--- config.mk ---
export PLATFORM = sky130hd
export DESIGN_NAME = sc3b_div_cell
export DESIGN_NICKNAME = d
export VERILOG_FILES = /design/src/rtl/sc3b_pkg.sv /design/src/rtl/sc3b_div_cell.sv
export SDC_FILE = /design/constraint.sdc
export NUM_CORES = 1
export LEC_CHECK = 0
export BUFFER_PORTS_ARGS = -buffer_cell sky130_fd_sc_hd__buf_4
export CELL_PAD_IN_SITES_DETAIL_PLACEMENT = 1
export CELL_PAD_IN_SITES_GLOBAL_PLACEMENT = 1
export CORE_AREA = 4 4 630 632
export CTS_CLUSTER_DIAMETER = 80
export DETAILED_ROUTE_END_ITERATION = 8
export DIE_AREA = 0 0 634 636
export PLACE_DENSITY = 0.36
export SYNTH_ARGS = -nofsm -noshare
export SYNTH_HDL_FRONTEND = slang
export SYNTH_SLANG_ARGS = --single-unit
--- constraint.sdc ---
create_clock -name clk_i -period 0.8 [get_ports clk_i]
set_clock_uncertainty 0.1 [all_clocks]
set_input_delay 0.12 -clock clk_i [delete_from_list [all_inputs] [get_ports clk_i]]
set_output_delay 0.12 -clock clk_i [all_outputs]
set_load 0.05 [all_outputs]
--- src/rtl/sc3b_pkg.sv ---
package sc3b_pkg;

  localparam int unsigned CoordW           = 32;
  localparam int unsigned DiffW            = 33;
  localparam int unsigned NumAxes          = 3;
  localparam int unsigned NumPlanes        = 6;
  localparam int unsigned CfgIdxW          = 3;
  localparam int unsigned ParamFracBitsDef = 16;

  typedef enum logic [CfgIdxW-1:0] {
    RegMinX = 3'd0,
    RegMinY = 3'd1,
    RegMinZ = 3'd2,
    RegMaxX = 3'd3,
    RegMaxY = 3'd4,
    RegMaxZ = 3'd5
  } cfg_reg_e;

  // one lane of the restoring divider: partial remainder, divisor and the
  // two low dividend bits still to be shifted in
  typedef struct packed {
    logic [CoordW-1:0] rem;
    logic [CoordW-1:0] den;
    logic              b;
    logic              bn;
  } div_lane_t;

  typedef struct packed {
    logic pzero;  // segment parallel to the plane
    logic qneg;   // start outside the plane
    logic pneg;   // plane raises the entry parameter
    logic rneg;   // ratio is negative
  } plane_flags_t;

  typedef struct packed {
    logic [NumAxes-1:0][CoordW-1:0] s;
    logic [NumAxes-1:0][CoordW-1:0] e;
    logic [NumAxes-1:0][DiffW-1:0]  d;
  } seg_t;

endpackage

--- src/rtl/sc3b_div_cell.sv ---
// One quotient bit for all six planes.
module sc3b_div_cell import sc3b_pkg::*; #(
  parameter int unsigned QW = 18
) (
  input  logic                                clk_i,
  input  logic                                rst_ni,
  input  logic                                valid_i,
  input  seg_t                                seg_i,
  input  plane_flags_t [NumPlanes-1:0]        flags_i,
  input  div_lane_t    [NumPlanes-1:0]        lane_i,
  input  logic         [NumPlanes-1:0][QW-1:0] quot_i,
  output logic                                valid_o,
  output seg_t                                seg_o,
  output plane_flags_t [NumPlanes-1:0]        flags_o,
  output div_lane_t    [NumPlanes-1:0]        lane_o,
  output logic         [NumPlanes-1:0][QW-1:0] quot_o
);

  logic                                valid_q;
  seg_t                                seg_q;
  plane_flags_t [NumPlanes-1:0]        flags_q;
  div_lane_t    [NumPlanes-1:0]        lane_q, lane_d;
  logic         [NumPlanes-1:0][QW-1:0] quot_q, quot_d;

  for (genvar k = 0; k < NumPlanes; k++) begin : g_lane
    logic [CoordW:0] x, diff;
    logic            ge;
    assign x    = {lane_i[k].rem, lane_i[k].b};
    assign ge   = x >= {1'b0, lane_i[k].den};
    assign diff = x - {1'b0, lane_i[k].den};
    always_comb begin
      lane_d[k].rem = ge ? diff[CoordW-1:0] : x[CoordW-1:0];
      lane_d[k].den = lane_i[k].den;
      lane_d[k].b   = lane_i[k].bn;
      lane_d[k].bn  = 1'b0;
      quot_d[k]     = {quot_i[k][QW-2:0], ge};
    end
  end

  always_ff @(posedge clk_i or negedge rst_ni) begin
    if (!rst_ni) begin
      valid_q <= 1'b0;
    end else begin
      valid_q <= valid_i;
    end
  end

  always_ff @(posedge clk_i) begin
    seg_q   <= seg_i;
    flags_q <= flags_i;
    lane_q  <= lane_d;
    quot_q  <= quot_d;
  end

  assign valid_o = valid_q;
  assign seg_o   = seg_q;
  assign flags_o = flags_q;
  assign lane_o  = lane_q;
  assign quot_o  = quot_q;

endmodule

* Word-level counts from Yosys, hierarchy flattened
Cells that the tools add are included.
** Operators by class
- $add $sub $neg :: 6
- $lt $le $gt $ge :: 6
- Mux-type cells :: 6
** Operators by type and width (number)
- greater-or-equal comparator 33 x 32 -> 1 bit :: 6
- 2-to-1 mux 32 bit :: 6
- subtractor 32 bit :: 6
** Storage, ports and cells
- Flip-flop bits (word level) :: 814
- Output and inout bits :: 820
- Word-level logic and storage cells :: 76

* Logic depth before layout (Yosys ltp)
Gate-level depths: netlist of run 1.
- Depth after elaboration :: 2
- Mapped depth :: 15
- Gate-level depth less buffers :: 13

* Worst setup path after synthesis of run 1
No wires, ideal clock.
- Kind :: input-to-reg
- Start point :: input port lane_i[353] (netlist name)
- End point :: register lane_q (netlist bit lane_o[388])
- Arrival time :: 2.683 ns
- Data required time :: 0.579 ns
- Slack :: -2.104 ns
- Stages on the path :: 14
- Buffers on the path :: 2
- Cell sequence :: inv_1 -> ha_1 -> clkbuf_1 -> and3_1 -> a22oi_1 -> a21oi_1 -> a21o_1 -> a21o_1 -> a21oi_2 -> o21ai_0 -> o21a_1 -> o21ai_2 -> buf_2 -> mux2_2
** RTL lines
- start: declaration :: line sc3b_div_cell.sv:10 : input div_lane_t [NumPlanes-1:0] lane_i,
- end signal: assignment :: line sc3b_div_cell.sv:51 : lane_q <= lane_d;
- end: declaration :: line sc3b_div_cell.sv:22 : div_lane_t [NumPlanes-1:0] lane_q, lane_d;

==> summary.txt, run 1 <==
CP endpoint kind: flip-flop
Fin. Hold Viols: 259
H-tree levels: 3
failing checks: negative hold slack, negative setup slack
Crit Path Max Fanout: 5
P per Cell Area: 2010 mW/mm²
vias after detailed routing: 35200
Static Leak: 0.0356 µW
dpl hpwl: 206000 µm
wire length on met2: 141000 µm
Port Buffers: 1629
layout cell share with drive strength beyond 1: 63.7%
initial antenna violation count: 81
metal1 wirelength: 85700 µm
core box area: 0.391 mm²
largest net degree at the start of global routing: 19
top-count cell post-synth: dfxtp_1
CP arrival: 3.03 ns
die width: 634 µm
average size of a mapped cell: 10.8 µm²
nets: 7350
Post-synth top cells: dfxtp_1, inv_1, ha_1
Detailed Routing Iterations Pass 1: 4
vias in the first global route: 39300
Layout area overhead: 183%
TritonCTS clock tree: done
Crit Path Category: in -> reg
die height: 636 µm
setup violators final: 1106
Yosys top cell area share: 56.0%
Slew @ Worst Pin: 0.508 ns
register area: 0.0175 mm²
final wirelength: 255000 µm
Multi-input gate area: 0.0157 mm²
total gr overflow: 0
initial drt markers: 832
Setup crit start kind: input pin
floorplan row count: 230
hold_ws: -0.745 ns
RSZ-0062 raised after global routing: true
Hold Path Class: in -> reg
Total GRT Usage: 11.8%
DRC Markers: 0
yosys warns: 0
Yosys reg bits: 814
boundary pin count: 1642
Initial Utilization: 7.43%
dpl ws: -2.55 ns
ranking of synthesized cells by area: dfxtp_1, ha_1, a21oi_1
Placer Congestion: 0.817
clock sinks: 814
max-slew violations: 0
Relative slew margins: 66.0%
Top Metal Used: met5
routed wire length on met3: 15100 µm
Vias/cell: 3.01
Max clock buf depth: 4
asr flop ratio synth: 0.123%
Critical Path RT: 1.39 ns
sequential share of the synthesized area: 56.1%
synthesized area: 0.0291 mm²
maximum VDD drop: 1.85 mV
largest area contributor in the netlist: dfxtp_1
Final min period: 2.44 ns
Setup WS post-layout: -1.64 ns
Gate Count Post-Synth: 2693
first-pass GRT wire length: 332000 µm
Wirelength per Cell: 21.8 µm
Synth Flop Type: dfxtp_1
Fillers: 44200
ANT nets after route: 0
max-cap violations: 0
Period Utilization, post-route: 306%
clk root buf: clkbuf_16
Worst-path clk slew: 0.06 ns
status: finished with violations
TritonCTS buffer count: 121
EDFF count, synth: 0
f_max: 409 MHz
Die ar.: 0.403 mm²
library cells used by synthesis: 81
metal layers:
layer / GRT usage (%) / up-vias
met5: 0 / -
met4: 4.82 / 28
met3: 2.76 / 390
met2: 23.4 / 1086
met1: 11.5 / 17100
li1: - / 16600
cells by family (layout without fill, tap and decap cells):
logic type | count (synthesis) | after routing | synth area share [%]
DFF | 814 | 814 | 56.1
AOI/OAI and AO/OA | 639 | 640 | 14.0
and+or+nand+nor | 460 | 460 | 7.36
buffers and inverters | 303 | 4025 | 4.27
adders and majority gates | 198 | 198 | 8.67
xor gates and xnor gates | 167 | 167 | 5.03
muxes | 111 | 111 | 4.62
other | 1 | 47 | 0.0129
final timing paths:
path                               end        start  slack, ns  cells after the start
max in group asynchronous      valid_o       rst_ni       0.32                      3
min in group asynchronous      valid_o       rst_ni       0.12                      3
hold / removal             lane_o[201]  lane_i[201]      -0.74                      1
setup / recovery           lane_o[323]  lane_i[311]      -1.64                     15
cell usage in the layout, fill, tap and decap left out, types with 16 or more instances in the layout:
cell type,count
nand2_4,27
nand3_1,21
buf_4,1442
o21ai_1,28
inv_1,173
mux2_4,102
clkbuf_16,129
o21bai_1,27
dfxtp_2,752
xnor2_1,91
nand2_2,32
buf_6,157
a21oi_1,123
a21oi_2,51
ha_4,107
diode_2,41
nor2_1,80
clkinvlp_4,16
clkinv_2,16
o21a_1,35
buf_12,157
dfxtp_4,58
clkbuf_8,16
o21ai_0,52
ha_1,73
nand2_1,111
a21o_1,102
o21ai_2,46
nor2_4,21
bufinv_16,16
dlygate4sd3_1,1164
nand4_1,35
xor2_1,62
buf_8,628
inv_2,33
registers in the layout, indices dropped and copies added, names as in the netlist:
name     flops
lane_o     390
flags_o     24
seg_o      291
valid_o      1
quot_o     108
final cells by class:
type | count | share of cell area (%)
Timing Repair Buffer | 3572 | 45.3
Sequential cell | 814 | 21.2
Multi-Input combinational cell | 1582 | 19.0
Tap cell | 5220 | 7.93
Clock buffer | 151 | 4.03
Inverter | 239 | 1.28
Clock inverter | 63 | 1.05
Antenna cell | 41 | 0.125
stage by stage:
stage / util, % / cell area [µm²] / power (µW) / TNS [ns] / instances
after floorplan: - / 31600 / 71400 / -330.78 / 2698
after global placement: 14.1 / 55200 / 93600 / -447.83 / 10100
after detailed placement: 14.1 / 55200 / 93500 / -450.97 / 10100
after CTS: 18.8 / 73700 / 160000 / -1029.35 / 11600
after global routing: 21.1 / 82400 / 173000 / -990.36 / 11700
final: 21.1 / 82400 / 165000 / -896.26 / 11700
where the power goes:
part / total (µW) / switching (µW) / internal (µW) / leakage, µW
Clock: 57000 / 22400 / 34600 / 0.00204
Sequential: 48500 / 3200 / 45300 / 0.00690
Combinational: 60000 / 31000 / 29100 / 0.0267
Total: 165000 / 56500 / 109000 / 0.0356
what timing repair did:
item | 4_1_cts | 5_1_grt
gates resized for setup | 447 | 2039
endpoints found under the hold margin | 815 | 345
setup buffers | 76 | 44
pin swaps | 152 | 170
endpoints found under the setup margin | 1012 | 1036
hold buffers | 1142 | 113
cloned | 17 | 7
critical path: stages:
cell           delay [ns]
buf_4                0.12
dlygate4sd3_1        0.62
ha_4                 0.31
nand4_1              0.15
or2_4                0.30
buf_4                0.14
nor3_1               0.16
and3_1               0.21
nor3_2               0.06
o21a_4               0.25
buf_12               0.15
buf_12               0.14
clkbuf_16            0.17
nand2_2              0.05
o21ai_1              0.05
Power figures use the tool's default switching activity.
==> run 2: changes to the inputs <==
- PLACE_DENSITY: 0.36 -> 0.4
==> summary.txt, run 2 (synthesis results as in run 1) <==
clock sinks: 814 (unchanged)
max reg flops: 390 (unchanged)
initial antenna violation count: 71 (-12%)
dpl hpwl: 202000 µm (-1.6%)
Detailed Routing Iterations Pass 1: 5 (+1)
critical path's top delay family: buffers and inverters
critical path cell sequence: buf_4 > dlygate4sd3_1 > ha_4 > nand4_1 > or3_1 > o41ai_4 > a21oi_2 > o21a_4 > buf_12 > buf_6 > buf_8 > o21ai_2
total gr overflow: 0 (unchanged)
TritonCTS clock tree: done
f_max: 438 MHz (+7.0%)
Setup WS post-layout: -1.48 ns (+0.160 ns)
Vias/cell: 3.00 (-0.36%)
Period Utilization, post-route: 286% (-20 points)
dpl ws: -3.02 ns (-0.468 ns)
final wirelength: 249000 µm (-2.1%)
CP endpoint kind: flip-flop
P per Cell Area: 2070 mW/mm² (+3.1%)
H-tree levels: 3 (unchanged)
CP endpoint: lane_o[263]
source of the critical timing path: lane_i[258]
hold_ws: -0.785 ns (-0.0405 ns)
CP Buf/Inv Count: 5 (-1)
Critical Path RT: 1.54 ns (+0.15 ns)
Worst-path clk slew: 0.06 ns (about the same)
die width: 634 µm (unchanged)
Total Power: 156000 µW (-5.8%)
Setup TNS Final: -907.07 ns (-10.81 ns)
Relative slew margins: 62.5% (-3.5 points)
clk root buf: clkbuf_16
Placer Congestion: 0.831 (+1.7%)
max-cap violations: 0 (unchanged)
Setup crit start kind: input pin
CP arrival: 3.02 ns (about the same)
Layout area overhead: 159%
Final min period: 2.28 ns (-0.160 ns)
Static Leak: 0.0333 µW (-6.4%)
status: finished with violations
first-pass GRT wire length: 328000 µm (-1.1%)
Max clock buf depth: 4 (unchanged)
critical path depth in cells: 12 (-3)
Die ar.: 0.403 mm² (unchanged)
vias after detailed routing: 35100 (-0.11%)
commonest non-fill, non-tap cell in the layout: buf_4
Finished Core Util: 19.2% (-1.8 points)
Initial Utilization: 7.43% (unchanged)
initial drt markers: 987 (+19%)
Crit Path Max Fanout: 6 (+1)
most frequent cells in the layout: buf_4, dlygate4sd3_1, dfxtp_2
nets: 7380 (+0.41%)
Crit Path Category: in -> reg
Slew @ Worst Pin: 0.556 ns (+0.0480 ns)
Port Buffers: 1629 (unchanged)
DRC Markers: 0 (unchanged)
layout cell share with drive strength beyond 1: 62.1% (-1.6 points)
die height: 636 µm (unchanged)
Fillers: 45100 (+2.0%)
worst stage delay on the critical path: 0.62 ns (about the same)
Wirelength per Cell: 21.3 µm (-2.4%)
max-slew violations: 0 (unchanged)
Fin. Hold Viols: 255 (-1.5%)
failing checks: negative hold slack, negative setup slack
vias in the first global route: 39400 (+0.043%)
core box area: 0.391 mm² (unchanged)
Hold Path Class: in -> reg
Max stage delay cell, worst path: dlygate4sd3_1
setup violators final: 1093 (-1.2%)
floorplan row count: 230 (unchanged)
boundary pin count: 1642 (unchanged)
largest net degree at the start of global routing: 39 (+20)
RSZ-0062 raised after global routing: true
ANT nets after route: 0 (unchanged)
TritonCTS buffer count: 123 (+1.7%)
maximum VDD drop: 1.84 mV (-0.60%)
Total GRT Usage: 11.7% (-0.12 points)
-- run 2: cell count changes in the layout (fill, tap and decap cells not counted), sizes merged, moves of 2 or more --
| cell | before | now |
|---|---|---|
| buf | 2395 | 2433 |
| bufinv | 16 | 5 |
| clkbuf | 158 | 166 |
| clkinv | 25 | 27 |
| clkinvlp | 16 | 10 |
| diode | 41 | 32 |
| dlymetal6s4s | 5 | 2 |
| inv | 245 | 257 |
-- run 2: worst min-delay path by stage --
stage	from	endpoint	slack (ns)	cells after the start
after global placement	rst_ni	valid_o	-0.19	1
after CTS	lane_i[205]	lane_o[205]	-0.92	1
after floorplan	rst_ni	valid_o	-0.28	0
after detailed placement	rst_ni	valid_o	-0.19	1
after global routing	lane_i[205]	lane_o[205]	-0.88	1
final	lane_i[205]	lane_o[205]	-0.79	1
-- run 2: routing by layer --
layer,track usage (%),share of wire (%),up-vias
met5,0,0.051,-
li1,-,-,16600
met3,2.90,5.9,370
met1,11.1,34,17100
met4,5.68,6.0,20
met2,22.9,54,1064
-- run 2: power breakdown --
group	leakage [µW]	total, µW	switching [µW]	internal, µW
Clock	0.00199	55100	23000	32200
Sequential	0.00688	46800	1710	45100
Combinational	0.0245	53900	30700	23200
-- run 2: area by class of cell --
type	count	area (µm²)	share of cell area (%)
tap	5220	6530	8.67
sequential	814	17300	23.0
inverter	239	1030	1.37
antenna	32	80.1	0.106
timing repair buffer	3601	31300	41.5
clock buffer	164	3450	4.58
multi-input combinational	1581	15000	19.9
clock inverter	60	622	0.826
-- run 2: timing repair --
action / CTS / global route
endpoints found under the hold margin: 814 / 318
pin swaps: 128 / 119
hold buffers: 1103 / 91
setup endpoints to repair: 1012 / 1031
buffers inserted: 70 / 42
cloned: 13 / 2
resized for setup: 359 / 297
-- run 2: stage by stage --
| step | cell area, µm² | std cells |
|---|---|---|
| finish | 75300 | 11700 |
| global route | 75300 | 11700 |
| CTS | 73100 | 11600 |
| detailed placement | 55600 | 10200 |
| global placement | 55600 | 10200 |
| floorplan | 31600 | 2698 |
==> run 3: changes to the inputs <==
--- a/config.mk
+++ b/config.mk
@@ -7,10 +7,11 @@
 export LEC_CHECK = 0
-export BUFFER_PORTS_ARGS = -buffer_cell sky130_fd_sc_hd__buf_4
 export CELL_PAD_IN_SITES_DETAIL_PLACEMENT = 1
 export CELL_PAD_IN_SITES_GLOBAL_PLACEMENT = 1
-export CORE_AREA = 4 4 630 632
+export CORE_AREA = 4 4 646 648
 export CTS_CLUSTER_DIAMETER = 80
 export DETAILED_ROUTE_END_ITERATION = 8
-export DIE_AREA = 0 0 634 636
-export PLACE_DENSITY = 0.4
+export DIE_AREA = 0 0 650 652
+export DONT_BUFFER_PORTS = 1
+export PLACE_DENSITY = 0.34
+export RECOVER_POWER = 100
 export SYNTH_ARGS = -nofsm -noshare
--- a/constraint.sdc
+++ b/constraint.sdc
@@ -4,2 +4,2 @@
 set_output_delay 0.12 -clock clk_i [all_outputs]
-set_load 0.05 [all_outputs]
+set_load 0.005 [all_outputs]
==> summary.txt, run 3 (synthesis results as in run 1) <==
die width: 650 µm (+2.5%)
TritonCTS buffer count: 119 (-3.3%)
RSZ-0062 raised after global routing: true
Finished Core Util: 14.9% (-4.3 points)
maximum VDD drop: 1.87 mV (+1.8%)
Max clock buf depth: 4 (unchanged)
clock sinks: 814 (unchanged)
GRT met1 Usage: 9.44% (-1.6 points)
Final min period: 2.17 ns (-0.112 ns)
Setup WS post-layout: -1.37 ns (+0.112 ns)
Slew @ Worst Pin: 0.585 ns (+0.0284 ns)
first-pass GRT wire length: 283000 µm (-14%)
max reg flops: 390 (unchanged)
total gr overflow: 0 (unchanged)
setup violators final: 1049 (-4.0%)
Detailed Routing Iterations Pass 1: 4 (-1)
TritonCTS clock tree: done
Vias/cell: 2.73 (-8.8%)
Port Buffers: 0 (-100%)
Hold Path Cell Cnt: 0 (-1)
GRT busiest layer: met2
ANT nets after route: 0 (unchanged)
vias in the first global route: 31100 (-21%)
layout cell share with drive strength beyond 1: 33.6% (-29 points)
Critical Path RT: 1.42 ns (-0.12 ns)
GR Util met2: 18.7% (-4.3 points)
Power Internal: 94800 µW (-5.7%)
combinational power share: 21.4% (-13 points)
Static Leak: 0.0252 µW (-24%)
worst min-delay path startpoint: lane_i[7]
Die ar.: 0.424 mm² (+5.1%)
floorplan row count: 236 (+2.6%)
vias after detailed routing: 27900 (-21%)
CP arrival: 2.79 ns (-0.23 ns)
H-tree levels: 3 (unchanged)
dpl ws: -2.31 ns (+0.707 ns)
dpl hpwl: 178000 µm (-12%)
status: finished with violations
hold_ws: -0.831 ns (-0.0459 ns)
Total GRT Usage: 9.69% (-2.0 points)
largest net degree at the start of global routing: 33 (-15%)
most frequent cells in the layout: dlygate4sd3_1, dfxtp_1, buf_4
boundary pin count: 1642 (unchanged)
Fin. Hold Viols: 353 (+38%)
Hold Path Class: in -> reg
Initial Utilization: 7.06% (-0.37 points)
CP endpoint kind: flip-flop
Period Utilization, post-route: 272% (-14 points)
commonest non-fill, non-tap cell in the layout: dlygate4sd3_1
Wirelength per Cell: 21.4 µm (+0.33%)
Sw Ratio: 29.0% (-6.5 points)
NetSw: 38800 µW (-30%)
initial antenna violation count: 71 (unchanged)
f_max: 460 MHz (+5.1%)
Sequential Power Share: 35.9% (+5.9 points)
Setup crit start kind: input pin
Crit Path Max Fanout: 8 (+2)
max-slew violations: 0 (unchanged)
clock group share of total power: 42.6% (+7.2 points)
P per Cell Area: 2180 mW/mm² (+5.1%)
grt met3 use: 3.44% (+0.54 points)
clk root buf: clkbuf_16
final wirelength: 218000 µm (-13%)
Worst-path clk slew: 0.06 ns (about the same)
Hold EP: lane_o[7]
initial drt markers: 1007 (+2.0%)
Relative slew margins: 60.7% (-1.9 points)
die height: 652 µm (+2.5%)
Layout area overhead: 111%
DRC Markers: 0 (unchanged)
Crit Path Category: in -> reg
nets: 5585 (-24%)
failing checks: negative hold slack, negative setup slack
Placer Congestion: 0.810 (-2.5%)
max-cap violations: 0 (unchanged)
core box area: 0.412 mm² (+5.2%)
[run 3: cell count changes in the layout (fill, tap and decap cells not counted), sizes merged, moves of 4 or more]
cell,previous run,this run
diode,32,53
buf,2433,822
dlymetal6s4s,2,14
clkbuf,166,158
dlygate4sd3,1164,961
clkinv,27,23
bufinv,5,14
inv,257,265
[run 3: through the flow]
stage                     hold slack [ns]  area [µm²]  TNS, ns  power [µW]  instances
final                              -0.831       61400  -762.45      134000      10200
after global routing               -0.941       61400  -855.44      140000      10200
after CTS                          -0.965       59000  -837.58      135000      10100
after detailed placement           -0.274       44200  -414.24       70300       8863
after global placement             -0.274       44200  -406.82       70500       8863
after floorplan                    -0.276       30600  -330.17       57500       2698
[run 3: worst max-delay path by stage]
stage / start / endpoint / slack [ns] / cells past startpoint
CTS: lane_i[74] / lane_o[120] / -1.17 / 13
detailed placement: lane_i[331] / lane_o[394] / -2.31 / 13
floorplan: lane_i[100] / lane_o[104] / -1.90 / 13
global route: lane_i[74] / lane_o[126] / -1.34 / 13
finish: lane_i[157] / lane_o[192] / -1.37 / 12
global placement: lane_i[212] / lane_o[259] / -2.28 / 13
[run 3: cell type report]
type / instances / area (µm²)
Antenna cell: 53 / 133
Clock buffer: 149 / 3280
Clock inverter: 70 / 965
Fill cell: 47600 / 351000
Inverter: 239 / 1060
Multi-Input combinational cell: 1582 / 14600
Sequential cell: 814 / 16300
Tap cell: 5474 / 6850
Timing Repair Buffer: 1809 / 18200
[run 3: metal layers]
| layer | vias up | routed length [µm] |
|---|---|---|
| li1 | 13100 | - |
| met1 | 13400 | 74600 |
| met2 | 1085 | 117000 |
| met3 | 280 | 16800 |
| met4 | 6 | 8830 |
| met5 | - | 46 |
[run 3: power groups by stage]
stage / clock, µW / sequential [µW] / combinational, µW
5_1_grt: 61000 / 48300 / 31100
4_1_cts: 59400 / 48100 / 27200
6_report: 57000 / 48000 / 28600
3_3_place_gp: 0 / 49100 / 21400
3_5_place_dp: 0 / 48900 / 21400
2_1_floorplan: 0 / 46800 / 10800
[run 3: what timing repair did]
item,CTS,global route
gates resized for setup,155,330
buffers inserted,29,41
endpoints found under the hold margin,815,371
gates cloned,5,10
hold buffers,944,34
endpoints found under the setup margin,1012,1030
pin swaps,68,100
[run 3: critical path, cell delays in order]
cell and delay [ns]:
dlygate4sd3_1 0.67, inv_1 0.12, ha_4 0.28, nand3_2 0.10
nor2_1 0.10, nand4_1 0.15, and3_4 0.21, o31ai_4 0.27
buf_12 0.17, buf_12 0.15, buf_12 0.12, mux2_4 0.30
