File: config.mk
export PLATFORM = sky130hd
export DESIGN_NAME = sc3b_plane_cell
export DESIGN_NICKNAME = d
export VERILOG_FILES = /design/src/rtl/sc3b_pkg.sv /design/src/rtl/sc3b_plane_cell.sv
export SDC_FILE = /design/constraint.sdc
export NUM_CORES = 1
export LEC_CHECK = 0
export ABC_CLOCK_PERIOD_IN_PS = 1000
export BUFFER_PORTS_ARGS = -buffer_cell sky130_fd_sc_hd__clkbuf_2
export CAP_MARGIN = 20
export CORE_AREA = 2 2 360 362
export CTS_CLUSTER_SIZE = 12
export DETAILED_ROUTE_END_ITERATION = 12
export DIE_AREA = 0 0 362 364
export GPL_TIMING_DRIVEN = 1
export SETUP_SLACK_MARGIN = 0.3
export SYNTH_ARGS = -nofsm -noshare
export SYNTH_HDL_FRONTEND = slang
export SYNTH_SLANG_ARGS = --single-unit
File: constraint.sdc
create_clock -name clk_i -period 1 [get_ports clk_i]
set_clock_uncertainty 0.1 [all_clocks]
set_input_delay 0.2 -clock clk_i [delete_from_list [all_inputs] [get_ports clk_i]]
set_output_delay 0.2 -clock clk_i [all_outputs]
set_load 0.05 [all_outputs]
File: src/rtl/sc3b_pkg.sv
package sc3b_pkg;

  localparam int unsigned CoordW           = 32;
  localparam int unsigned DiffW            = 33;
  localparam int unsigned NumAxes          = 3;
  localparam int unsigned NumPlanes        = 6;
  localparam int unsigned CfgIdxW          = 3;
  localparam int unsigned ParamFracBitsDef = 16;

  typedef enum logic [CfgIdxW-1:0] {
    RegMinX = 3'd0,
    RegMinY = 3'd1,
    RegMinZ = 3'd2,
    RegMaxX = 3'd3,
    RegMaxY = 3'd4,
    RegMaxZ = 3'd5
  } cfg_reg_e;

  // one lane of the restoring divider: partial remainder, divisor and the
  // two low dividend bits still to be shifted in
  typedef struct packed {
    logic [CoordW-1:0] rem;
    logic [CoordW-1:0] den;
    logic              b;
    logic              bn;
  } div_lane_t;

  typedef struct packed {
    logic pzero;  // segment parallel to the plane
    logic qneg;   // start outside the plane
    logic pneg;   // plane raises the entry parameter
    logic rneg;   // ratio is negative
  } plane_flags_t;

  typedef struct packed {
    logic [NumAxes-1:0][CoordW-1:0] s;
    logic [NumAxes-1:0][CoordW-1:0] e;
    logic [NumAxes-1:0][DiffW-1:0]  d;
  } seg_t;

endpackage

File: src/rtl/sc3b_plane_cell.sv
// Tests one plane against the running entry/exit parameters.
module sc3b_plane_cell import sc3b_pkg::*; #(
  parameter int unsigned PF    = 16,
  parameter int unsigned PLANE = 0
) (
  input  logic                                  clk_i,
  input  logic                                  rst_ni,
  input  logic                                  valid_i,
  input  logic                                  vis_i,
  input  logic         [PF:0]                   t0_i,
  input  logic         [PF:0]                   t1_i,
  input  seg_t                                  seg_i,
  input  plane_flags_t [NumPlanes-1:0]          flags_i,
  input  logic         [NumPlanes-1:0]          rnz_i,
  input  logic         [NumPlanes-1:0][PF+1:0]  quot_i,
  output logic                                  valid_o,
  output logic                                  vis_o,
  output logic         [PF:0]                   t0_o,
  output logic         [PF:0]                   t1_o,
  output seg_t                                  seg_o,
  output plane_flags_t [NumPlanes-1:0]          flags_o,
  output logic         [NumPlanes-1:0]          rnz_o,
  output logic         [NumPlanes-1:0][PF+1:0]  quot_o
);

  localparam int unsigned QW = PF + 2;
  localparam int unsigned RW = PF + 3;
  localparam logic [QW-1:0] TopVal = QW'((64'd1 << PF) + 64'd1);

  logic [QW-1:0]        m, pos;
  logic signed [RW-1:0] r, t0x, t1x;
  plane_flags_t         f;
  logic                 vis_d;
  logic [PF:0]          t0_d, t1_d;

  logic                                  valid_q, vis_q;
  logic         [PF:0]                   t0_q, t1_q;
  seg_t                                  seg_q;
  plane_flags_t [NumPlanes-1:0]          flags_q;
  logic         [NumPlanes-1:0]          rnz_q;
  logic         [NumPlanes-1:0][PF+1:0]  quot_q;

  assign m   = quot_i[PLANE];
  assign f   = flags_i[PLANE];
  assign pos = (m > TopVal) ? TopVal : m;
  assign t0x = $signed({2'b00, t0_i});
  assign t1x = $signed({2'b00, t1_i});

  // saturated ratio: -1 stands for below 0.0, TopVal for above 1.0
  always_comb begin
    if (f.rneg) begin
      r = ((m != '0) || rnz_i[PLANE]) ? {RW{1'b1}} : '0;
    end else begin
      r = $signed({1'b0, pos});
    end
  end

  always_comb begin
    vis_d = vis_i;
    t0_d  = t0_i;
    t1_d  = t1_i;
    if (vis_i) begin
      if (f.pzero) begin
        if (f.qneg) vis_d = 1'b0;
      end else if (f.pneg) begin
        if (r > t1x) vis_d = 1'b0;
        else if (r > t0x) t0_d = r[PF:0];
      end else begin
        if (r < t0x) vis_d = 1'b0;
        else if (r < t1x) t1_d = r[PF:0];
      end
    end
  end

  always_ff @(posedge clk_i or negedge rst_ni) begin
    if (!rst_ni) begin
      valid_q <= 1'b0;
    end else begin
      valid_q <= valid_i;
    end
  end

  always_ff @(posedge clk_i) begin
    vis_q   <= vis_d;
    t0_q    <= t0_d;
    t1_q    <= t1_d;
    seg_q   <= seg_i;
    flags_q <= flags_i;
    rnz_q   <= rnz_i;
    quot_q  <= quot_i;
  end

  assign valid_o = valid_q;
  assign vis_o   = vis_q;
  assign t0_o    = t0_q;
  assign t1_o    = t1_q;
  assign seg_o   = seg_q;
  assign flags_o = flags_q;
  assign rnz_o   = rnz_q;
  assign quot_o  = quot_q;

endmodule

# Yosys cells after proc, flatten, opt, wreduce, memory -nomap -nowiden
# Cells that the tools add are included.
# Widths: inputs -> output; s select.
# word_totals
ff_bits	465
inputBits	467
out_inout_bits	465
# classes
order_cmp	5
muxes	18
reduce_logical	2
# op_table
cell	count
$mux 17	10
$gt 19x18->1	2
$lt 19x18->1	2
$mux 19	2
$gt 18x17->1 const B	1
$mux 18	1
$reduce_bool 18->1	1
$mux 1	5
$logic_or 1x1->1	1

# Longest topological paths before layout
# Gate-level depths: netlist of run 1.
# depth
depth_word	10
mapped_depth	14
ltp_nobuf	13

# Worst setup path before layout of run 1
# No wires, ideal clock.
# synth_path
path_kind	input to register
startpoint	input port quot_i[7] (netlist name)
endpoint	register t0_q[10] (netlist: t0_o[10])
setup_time_ps	121
t_arrival_ps	3497
t_required_ps	779
setup_slack_ps	-2718
stages	14
path_cell_list	nor4_1 > and4_1 > o21bai_1 > nor2_1 > clkbuf_1 > a21o_1 > ha_1 > nand4_1 > nor3_1 > a2111oi_2 > a221oi_1 > nor4b_4 > buf_6 > mux2_4
# synth_via
elab_chain_cells	10
word_cells_on_any_way	13
# synth_lines
item	line_no	source
start, declared	sc3b_plane_cell.sv:15	input logic [NumPlanes-1:0][PF+1:0] quot_i,
branches (longest 3 deep; another with $gt 18x17->1)	n/a	
$mux 19 *	sc3b_plane_cell.sv:51	if (f.rneg) begin
$gt 19x18->1	sc3b_plane_cell.sv:67	else if (r > t0x) t0_d = r[PF:0];
$mux 17	sc3b_plane_cell.sv:67	
$mux 17 *	sc3b_plane_cell.sv:66	if (r > t1x) vis_d = 1'b0;
$mux 17 *	sc3b_plane_cell.sv:65	end else if (f.pneg) begin
$mux 17 *	sc3b_plane_cell.sv:63	if (f.pzero) begin
$mux 17 *	sc3b_plane_cell.sv:62	if (vis_i) begin
via t0_d[10]	sc3b_plane_cell.sv:34	logic [PF:0] t0_d, t1_d;
end signal, assigned	sc3b_plane_cell.sv:85	t0_q <= t0_d;
end, declared	sc3b_plane_cell.sv:37	logic [PF:0] t0_q, t1_q;
# Mark *: on every way through the listed nets, which the timed path passes.
# A chain may end at the register's enable or synchronous reset.

# Worst setup path in the final report of run 1
# layout_path
startpoint	input port quot_i[8] (netlist name)
endpoint	register t0_q[13] (netlist: t0_o[13])
# The elaborated chain is that of the path after synthesis.

==> impl_metrics.yaml, run 1 <==
grt:
  grt_pass1_vias: 12887
  overflow: 0
  grt_usage: 0.128
  antenna_found_initial: 63
  grt_pass1_wl_um: 112000
  grt_max_degree: 16
pwr:
  seq_power_share: 0.376
  p_sw_mw: 15.5
  power_frac_clock: 0.395
  comb_power_share: 0.229
  leakagePower_nw: 15.2
  peakVddDrop_mv: 1.49
  powerDensity_mw_per_mm2: 1540
  intPower_mw: 37.8
  switching_share: 0.291
place:
  dp.final_hpwl_um: 66800
  place_congestion: 0.864
  portBuffers: 931
  placed_area_mm2: 0.0221
synth:
  synth-seq-cells: 465
  synth_edf_count: 0
  synth.distinct_cells: 36
  synth_area_mm2: 0.0109
  ys.flop_type: "dfxtp_1"
  yosysWarnings: 0
  synthCells: 669
  avgSynthCellArea_um2: 16.4
  synthArstFlopShare: 0.00215
  ys_seq_area_frac: 0.851
  yosys-top-cells-area: "dfxtp_1 85%, ha_1 3.9%, mux2_2 2.5%"
  synth_top_area_cell: "dfxtp_1"
  syn_nets: 1170
  synth_top_area_share: 0.849
drt:
  wl_um: 88200
  ant_nets: 0
  drcViolationCount: 0
  dr.pass1.iters: 4
  vias_per_cell: 2.95
  dr_total_vias: 11663
  wl_per_cell_um: 22.3
  first_iter_violations: 282
setup_path:
  cp_slowest_cell: "a2111oi_4"
  path_common_cell: "buf_6"
  arrival_ns: 3.63
  cp_max_fo: 9
  critPathLaunchType: "input port"
  path_cells: "buf_8 -> nor4_4 -> buf_6 -> and4_4 -> o21bai_4 -> nor2_4 -> buf_6 -> a21o_1 -> ha_4 -> nand4_1 -> nor3_4 -> a2111oi_4 -> a221oi_2 -> nor4b_4 -> buf_4 -> buf_12 -> mux2_4"
  critPathCaptureType: "flop"
  cp_slowest_stage_delay_ns: 0.35
  required_ns: 1.43
  critPathBufInv: 5
  critPathTopFamily: "simple AND/OR/NAND/NOR gates"
  crit_type: "in -> reg"
die:
  io_pins: 932
  start_util: 0.0853
  rows: 132
  die_x_um: 362
  core_area_mm2: 0.128
  die-area_mm2: 0.132
  die_h_um: 364
cts:
  clock-root-buffer: "clkbuf_16"
  h-tree-depth: 2
  cts_tree: "yes"
  cts_buffers: 55
  clockBufferDepth: 3
  cts_hold_buf: 462
  path_clk_slew_ns: 0.06
  clock-sinks: 465
final_layout:
  fill_cells: 12689
  final_common_cell: "clkbuf_2"
  mostFrequentLayoutCells: "464 x clkbuf_2, 461 x dlygate4sd3_1, 352 x dfxtp_4"
  fin_util: 0.270
  design_area_mm2: 0.0347
  final_layout_size_suffix_gt1_frac: 0.734
  syn_to_final_growth_pct: 217
  layout.nets: 2714
timing:
  worstMarginPinSlew_ns: 0.398
  min_period_over_period: 3.20
  hold_ws_ns: -0.226
  worst_slack_ns: -2.20
  grt_setup_unrepaired: "true"
  finalSetupViolations: 500
  maxSlewViolCount: 0
  relSlewSlack: 0.735
  min_period_ns: 3.20
  fmaxAchievable_ghz: 0.312
  hold_viol_final: 5
hold_path:
  hold_path.class: "in -> reg"
outcome:
  status: "finished with violations"
  violations: "hold timing, setup timing"
run:
  max-cap-violations: 0
## routing by layer
| metal | part of all wire | global-route usage | vias to the layer above | routed length (um) |
|---|---|---|---|---|
| met1 | 0.33 | 0.122 | 5452 | 29300 |
| met4 | 0.048 | 0.0574 | 52 | 4220 |
| li1 | - | - | 5324 | - |
| met2 | 0.52 | 0.233 | 641 | 45900 |
| met5 | 0.0036 | 0 | - | 317 |
| met3 | 0.097 | 0.0580 | 194 | 8560 |
## cells in the mapped netlist, types with 2 or more instances
cell and instances:
a211oi_1 2, a21o_1 15, a21oi_1 17, a221oi_1 2, clkbuf_1 2, dfxtp_1 464, ha_1 34, inv_1 35
mux2_2 24, mux2_4 10, nand2_1 10, nand3_1 3, nand3b_1 2, nand4_1 8, nor2_1 7, nor3_1 2
nor4_1 4, o21ai_0 9, o21bai_1 2
## cell families (layout without fill, tap and decap cells)
| logic type | count (synthesis) | count (layout) | synth area share |
|---|---|---|---|
| AOI/OAI and AO/OA | 54 | 54 | 0.0332 |
| adders and majority gates | 34 | 34 | 0.0389 |
| buffers and inverters | 39 | 1629 | 0.0144 |
| DFF | 465 | 465 | 0.851 |
| muxes | 34 | 34 | 0.0384 |
| other | 0 | 15 | 0 |
| and+or+nand+nor | 43 | 43 | 0.0239 |
## final timing paths
| check | from | endpoint | depth (start not counted) | slack [ns] |
|---|---|---|---|---|
| setup / recovery | quot_i[8] | t0_o[13] | 17 | -2.20 |
| hold / removal | t0_i[15] | t0_o[15] | 3 | -0.23 |
| max in group asynchronous | rst_ni | valid_o | 3 | 0.37 |
| min in group asynchronous | rst_ni | valid_o | 3 | 0.33 |
## registers in the layout, summed over array words and instances, names as in the netlist
name     flops
flags_o     24
valid_o      1
t1_o        17
seg_o      291
t0_o        17
rnz_o        6
vis_o        1
quot_o     108
## power by group through the flow
stage / sequential [mW] / clock, mW / combinational (mW)
after floorplan: 23.5 / 0 / 0.493
after global placement: 20.1 / 0 / 8.20
after detailed placement: 20.1 / 0 / 8.23
after CTS: 20.0 / 21.8 / 12.0
after global routing: 20.1 / 22.6 / 12.6
final: 20.0 / 21.1 / 12.2
## final cells by class
class | count | area (um2) | area share
antenna | 15 | 37.5 | 0.00108
clock buffer | 77 | 1560 | 0.0450
clock inverter | 26 | 328 | 0.00945
inverter | 35 | 131 | 0.00379
multi-input combinational | 165 | 1870 | 0.0539
sequential | 465 | 10800 | 0.310
tap | 1675 | 2100 | 0.0604
timing repair buffer | 1491 | 17900 | 0.516
## stage by stage
stage / setup WS (ns) / instances / power [mW] / hold WS [ns] / TNS, ns
detailed placement: -3.22 / 3350 / 28.3 / -0.123 / -109.77
global placement: -3.14 / 3350 / 28.3 / -0.124 / -107.15
CTS: -2.14 / 3926 / 53.8 / -0.295 / -310.85
floorplan: -2.49 / 669 / 24.0 / -0.196 / -83.43
finish: -2.20 / 3949 / 53.3 / -0.226 / -279.18
global route: -2.38 / 3946 / 55.4 / -0.257 / -312.55
## repair_timing
action                                 CTS  global route
resized for setup                      981           145
setup endpoints to repair              500           501
cloned                                   2             1
buffers inserted                         9             7
pin swaps                               15            18
endpoints found under the hold margin  466             5
(Power assumes the default switching activity.)
==> inputs of run 2 (changes only) <==
Settings changed: ABC_CLOCK_PERIOD_IN_PS 1000 to 2820, CORE_AREA 2 2 360 362 to 2 2 358 360, DIE_AREA 0 0 362 364 to 0 0 360 362.
Clock period 1 ns to 2.82 ns, I/O delays scaled along.
==> run 2 against run 1 <==
Compared with the run above:
- wire length is 6.6% lower
- largest power group unchanged
- clock power is 63% lower
- the flow finishes with violations (setup timing)
- global-route usage is 0.63 points lower
- highest routed layer unchanged
- power is 66% lower
- count of clock-buffer cells in the layout is 4 lower
==> impl_metrics.yaml, run 2 (same netlist as run 1, synthesis figures left out) <==
final_layout:
  syn_to_final_growth_pct: 127
  fill_cells: 13730
  mostFrequentLayoutCells: "928 x clkbuf_2, 464 x dfxtp_1, 415 x dlygate4sd3_1"
  final_common_cell: "clkbuf_2"
  design_area_mm2: 0.0248
  fin_util: 0.196
  final_layout_size_suffix_gt1_frac: 0.534
  final_cells: 3876
  layout.nets: 2650
  largest_reg_flops: 291
setup_path:
  crit_type: "in -> reg"
  critPathCaptureType: "flop"
  crit_start: "quot_i[5]"
  arrival_ns: 4.08
  path_cells: "buf_8 -> nor4_4 -> and4_4 -> a21boi_4 -> or3_4 -> buf_4 -> ha_1 -> nand2_1 -> o21ai_0 -> o21ai_1 -> a311oi_2 -> nor3b_4 -> buf_6 -> mux2_4"
  cp_slowest_cell: "nor4_4"
  required_ns: 3.27
  crit_end: "t1_o[2]"
  critPathLaunchType: "input port"
  cp_max_fo: 8
  cp_slowest_stage_delay_ns: 0.48
  critPathBufInv: 3
  crit_cells: 14
  critPathTopFamily: "simple AND/OR/NAND/NOR gates"
timing:
  hold_viol_final: 0
  worst_slack_ns: -0.815
  hold_ws_ns: 0.0558
  finalSetupViolations: 35
  min_period_over_period: 1.29
  fmaxAchievable_ghz: 0.275
  grt_setup_unrepaired: "true"
  worstMarginPinSlew_ns: 0.473
  min_period_ns: 3.63
  maxSlewViolCount: 0
  relSlewSlack: 0.682
  setup_tns_ns: -25.43
drt:
  drcViolationCount: 0
  vias_per_cell: 2.92
  wl_um: 82400
  dr_total_vias: 11299
  first_iter_violations: 332
  wl_per_cell_um: 21.3
  ant_nets: 0
  dr.pass1.iters: 4
place:
  dp.cells: 3324
  placed_area_mm2: 0.0182
  dp.final_hpwl_um: 68000
  portBuffers: 931
  dp_slack_ns: -1.91
  place_congestion: 0.890
grt:
  grt_pass1_vias: 12042
  overflow: 0
  grt_max_degree: 17
  grt_pass1_wl_um: 105000
  antenna_found_initial: 85
  grt_usage: 0.121
pwr:
  leakagePower_nw: 11.8
  peakVddDrop_mv: 0.436
  powerDensity_mw_per_mm2: 724
  power_mw: 18.0
die:
  core_area_mm2: 0.127
  rows: 131
  die_h_um: 362
  io_pins: 932
  start_util: 0.0864
  die-area_mm2: 0.130
  die_x_um: 360
cts:
  h-tree-depth: 2
  clockBufferDepth: 3
  cts_buffers: 58
  clock-root-buffer: "clkbuf_16"
  cts_tree: "yes"
  path_clk_slew_ns: 0.06
  clock-sinks: 465
hold_path:
  hold_path.startpoint: "quot_i[5]"
  hold_path.class: "in -> reg"
outcome:
  status: "finished with violations"
  violations: "setup timing"
run:
  max-cap-violations: 0
[run 2: power breakdown]
| part | total, mW | leakage, nW | internal [mW] | switching (mW) |
|---|---|---|---|---|
| logic | 3.06 | 6.92 | 1.03 | 2.03 |
| registers | 7.04 | 3.93 | 6.93 | 0.113 |
| clock network | 7.86 | 0.939 | 4.55 | 3.31 |
[run 2: layer usage]
layer | wire length, um | global-route usage
met4 | 3200 | 0.0451
met2 | 42300 | 0.221
met3 | 8750 | 0.0594
met1 | 27800 | 0.118
met5 | 471 | 0
[run 2: repair_timing]
item	4_1_cts	5_1_grt
endpoints found under the hold margin	415	0
setup buffers	8	3
gates resized for setup	40	33
pin swaps	10	11
hold buffers	415	0
endpoints found under the setup margin	35	35
cloned	1	0
[run 2: worst min path at each step]
stage / end / slack (ns) / cells after the start
6_report: quot_o[5] / 0.06 / 2
5_1_grt: t0_o[6] / 0.02 / 2
3_3_place_gp: valid_o / 0.25 / 1
2_1_floorplan: valid_o / 0.17 / 0
4_1_cts: t0_o[6] / 0.001 / 2
3_5_place_dp: valid_o / 0.25 / 1
[run 2: layout make-up]
type | instances | area [um2] | area share
clock inverters | 29 | 402 | 0.0162
diodes | 23 | 57.6 | 0.00232
inverters | 35 | 131 | 0.00529
multi-input cells | 165 | 1780 | 0.0719
repair buffers | 1424 | 9470 | 0.382
flip-flops and latches | 465 | 9310 | 0.375
clock buffers | 73 | 1580 | 0.0636
well taps | 1662 | 2080 | 0.0838
==> inputs of run 3 (changes only) <==
Settings changed: PLACE_DENSITY from default to 0.3.
==> run 3 against run 2 <==
Compared with the run above:
- the run still ends with setup timing left
- global-route usage decreased by 2.0 points
- utilization increased by 0.29 points
- count of clock-buffer cells in the layout increased by 4
- critical path depth increased by 4
- wire length decreased by 16%
- via count decreased by 1.3%
- sequential power about the same
==> impl_metrics.yaml, run 3 (same netlist as run 1, synthesis figures left out) <==
pwr:
  switching_share: 0.290
  seq_power_share: 0.384
  comb_power_share: 0.164
  leakagePower_nw: 12.0
  power_mw: 18.4
  p_sw_mw: 5.34
  intPower_mw: 13.1
  powerDensity_mw_per_mm2: 731
  peakVddDrop_mv: 0.460
  power_frac_clock: 0.451
final_layout:
  mostFrequentLayoutCells: "930 x clkbuf_2, 464 x dfxtp_1, 411 x dlygate4sd3_1"
  fin_util: 0.199
  layout.nets: 2658
  largest_reg_flops: 291
  final_layout_size_suffix_gt1_frac: 0.544
  final_common_cell: "clkbuf_2"
  syn_to_final_growth_pct: 130
timing:
  setup_tns_ns: -24.33
  grt_setup_unrepaired: "true"
  maxSlewViolCount: 0
  worstMarginPinSlew_ns: 0.583
  min_period_over_period: 1.26
  relSlewSlack: 0.613
  min_period_ns: 3.56
  worst_slack_ns: -0.735
  hold_viol_final: 0
  fmaxAchievable_ghz: 0.281
  finalSetupViolations: 35
cts:
  clock-sinks: 465
  cts_buffers: 60
  path_clk_slew_ns: 0.06
  cts_tree: "yes"
  clockBufferDepth: 3
  clock-root-buffer: "clkbuf_16"
  h-tree-depth: 2
setup_path:
  arrival_ns: 3.97
  cp_slowest_cell: "mux2_4"
  critPathLaunchType: "input port"
  cp_slowest_stage_delay_ns: 0.30
  path_common_cell: "buf_4"
  crit_type: "in -> reg"
  cp_max_fo: 5
  required_ns: 3.24
  path_cells: "buf_8 -> nor4_4 -> buf_4 -> and4_4 -> a21boi_4 -> buf_12 -> buf_4 -> a21o_4 -> ha_4 -> nand4_1 -> buf_4 -> buf_4 -> nor4_1 -> a21oi_1 -> nor4b_4 -> buf_6 -> buf_8 -> mux2_4"
  critPathCaptureType: "flop"
grt:
  overflow: 0
  grt_usage: 0.102
  grt_max_degree: 18
  grt_pass1_wl_um: 93700
  grt_pass1_vias: 12668
  antenna_found_initial: 8
die:
  start_util: 0.0864
  die_x_um: 360
  io_pins: 932
  core_area_mm2: 0.127
  rows: 131
  die-area_mm2: 0.130
  die_h_um: 362
place:
  dp.final_hpwl_um: 56600
  place_congestion: 0.851
  portBuffers: 931
run:
  max-cap-violations: 0
outcome:
  violations: "setup timing"
  status: "finished with violations"
drt:
  first_iter_violations: 261
  wl_per_cell_um: 18.0
  vias_per_cell: 2.88
  wl_um: 69600
  ant_nets: 0
  dr_total_vias: 11153
  drcViolationCount: 0
  dr.pass1.iters: 4
hold_path:
  hold_path.class: "in -> reg"
==> run 3: power by group through the flow <==
| stage | Sequential (mW) | Clock [mW] | Combinational [mW] |
|---|---|---|---|
| after CTS | 7.08 | 8.64 | 3.01 |
| after global routing | 7.10 | 8.87 | 3.17 |
| after global placement | 7.22 | 0 | 2.47 |
| after detailed placement | 7.21 | 0 | 2.46 |
| final | 7.07 | 8.30 | 3.02 |
| after floorplan | 8.43 | 0 | 0.175 |
==> run 3: final timing paths <==
path                            start         end  slack, ns  depth (start not counted)
setup / recovery            quot_i[9]     t0_o[0]      -0.74                         18
hold / removal             quot_i[15]  quot_o[15]       0.06                          2
max in group asynchronous      rst_ni     valid_o       2.38                          2
min in group asynchronous      rst_ni     valid_o       0.15                          2
==> run 3: metal layers <==
layer | part of all wire | GRT usage | vias to the layer above
met2 | 0.51 | 0.186 | 542
met5 | 0.00079 | 0 | -
met3 | 0.080 | 0.0373 | 107
li1 | - | - | 5195
met4 | 0.030 | 0.0323 | 8
met1 | 0.38 | 0.107 | 5301
==> run 3: stage by stage <==
stage / hold slack (ns) / instances / setup slack, ns / area [um2]
after floorplan: 0.168 / 669 / -1.03 / 11000
after global placement: 0.241 / 3325 / -1.79 / 18200
after detailed placement: 0.241 / 3325 / -1.80 / 18200
after CTS: 0.00193 / 3861 / -0.706 / 24900
after global routing: 0.0231 / 3868 / -0.831 / 25200
final: 0.0633 / 3870 / -0.735 / 25200
==> run 3: final cells by class <==
class / instances / area (um2)
fill: 13866 / 102000
clock inverter: 34 / 510
tap: 1662 / 2080
timing repair buffer: 1430 / 9580
clock buffer: 77 / 1650
multi-input combinational: 165 / 1910
antenna: 2 / 5.00
sequential: 465 / 9310
inverter: 35 / 131
==> run 3: worst max-delay path: cells and delay by family <==
| kind | cells | cell delay (ns) |
|---|---|---|
| multiplexers | 1 | 0.30 |
| adder cells (fa/ha/maj) | 1 | 0.27 |
| AO/OA/AOI/OAI | 3 | 0.44 |
| buffers and inverters | 8 | 1.21 |
| AND/OR/NAND/NOR | 5 | 1.18 |
==> run 3: what timing repair did <==
item                       4_1_cts  5_1_grt
hold buffers                   411        0
gates resized for setup         63       38
pin swaps                       18       17
setup endpoints to repair       35       35
hold endpoints to repair       411        0
gates cloned                     2        2
buffers inserted                12        5
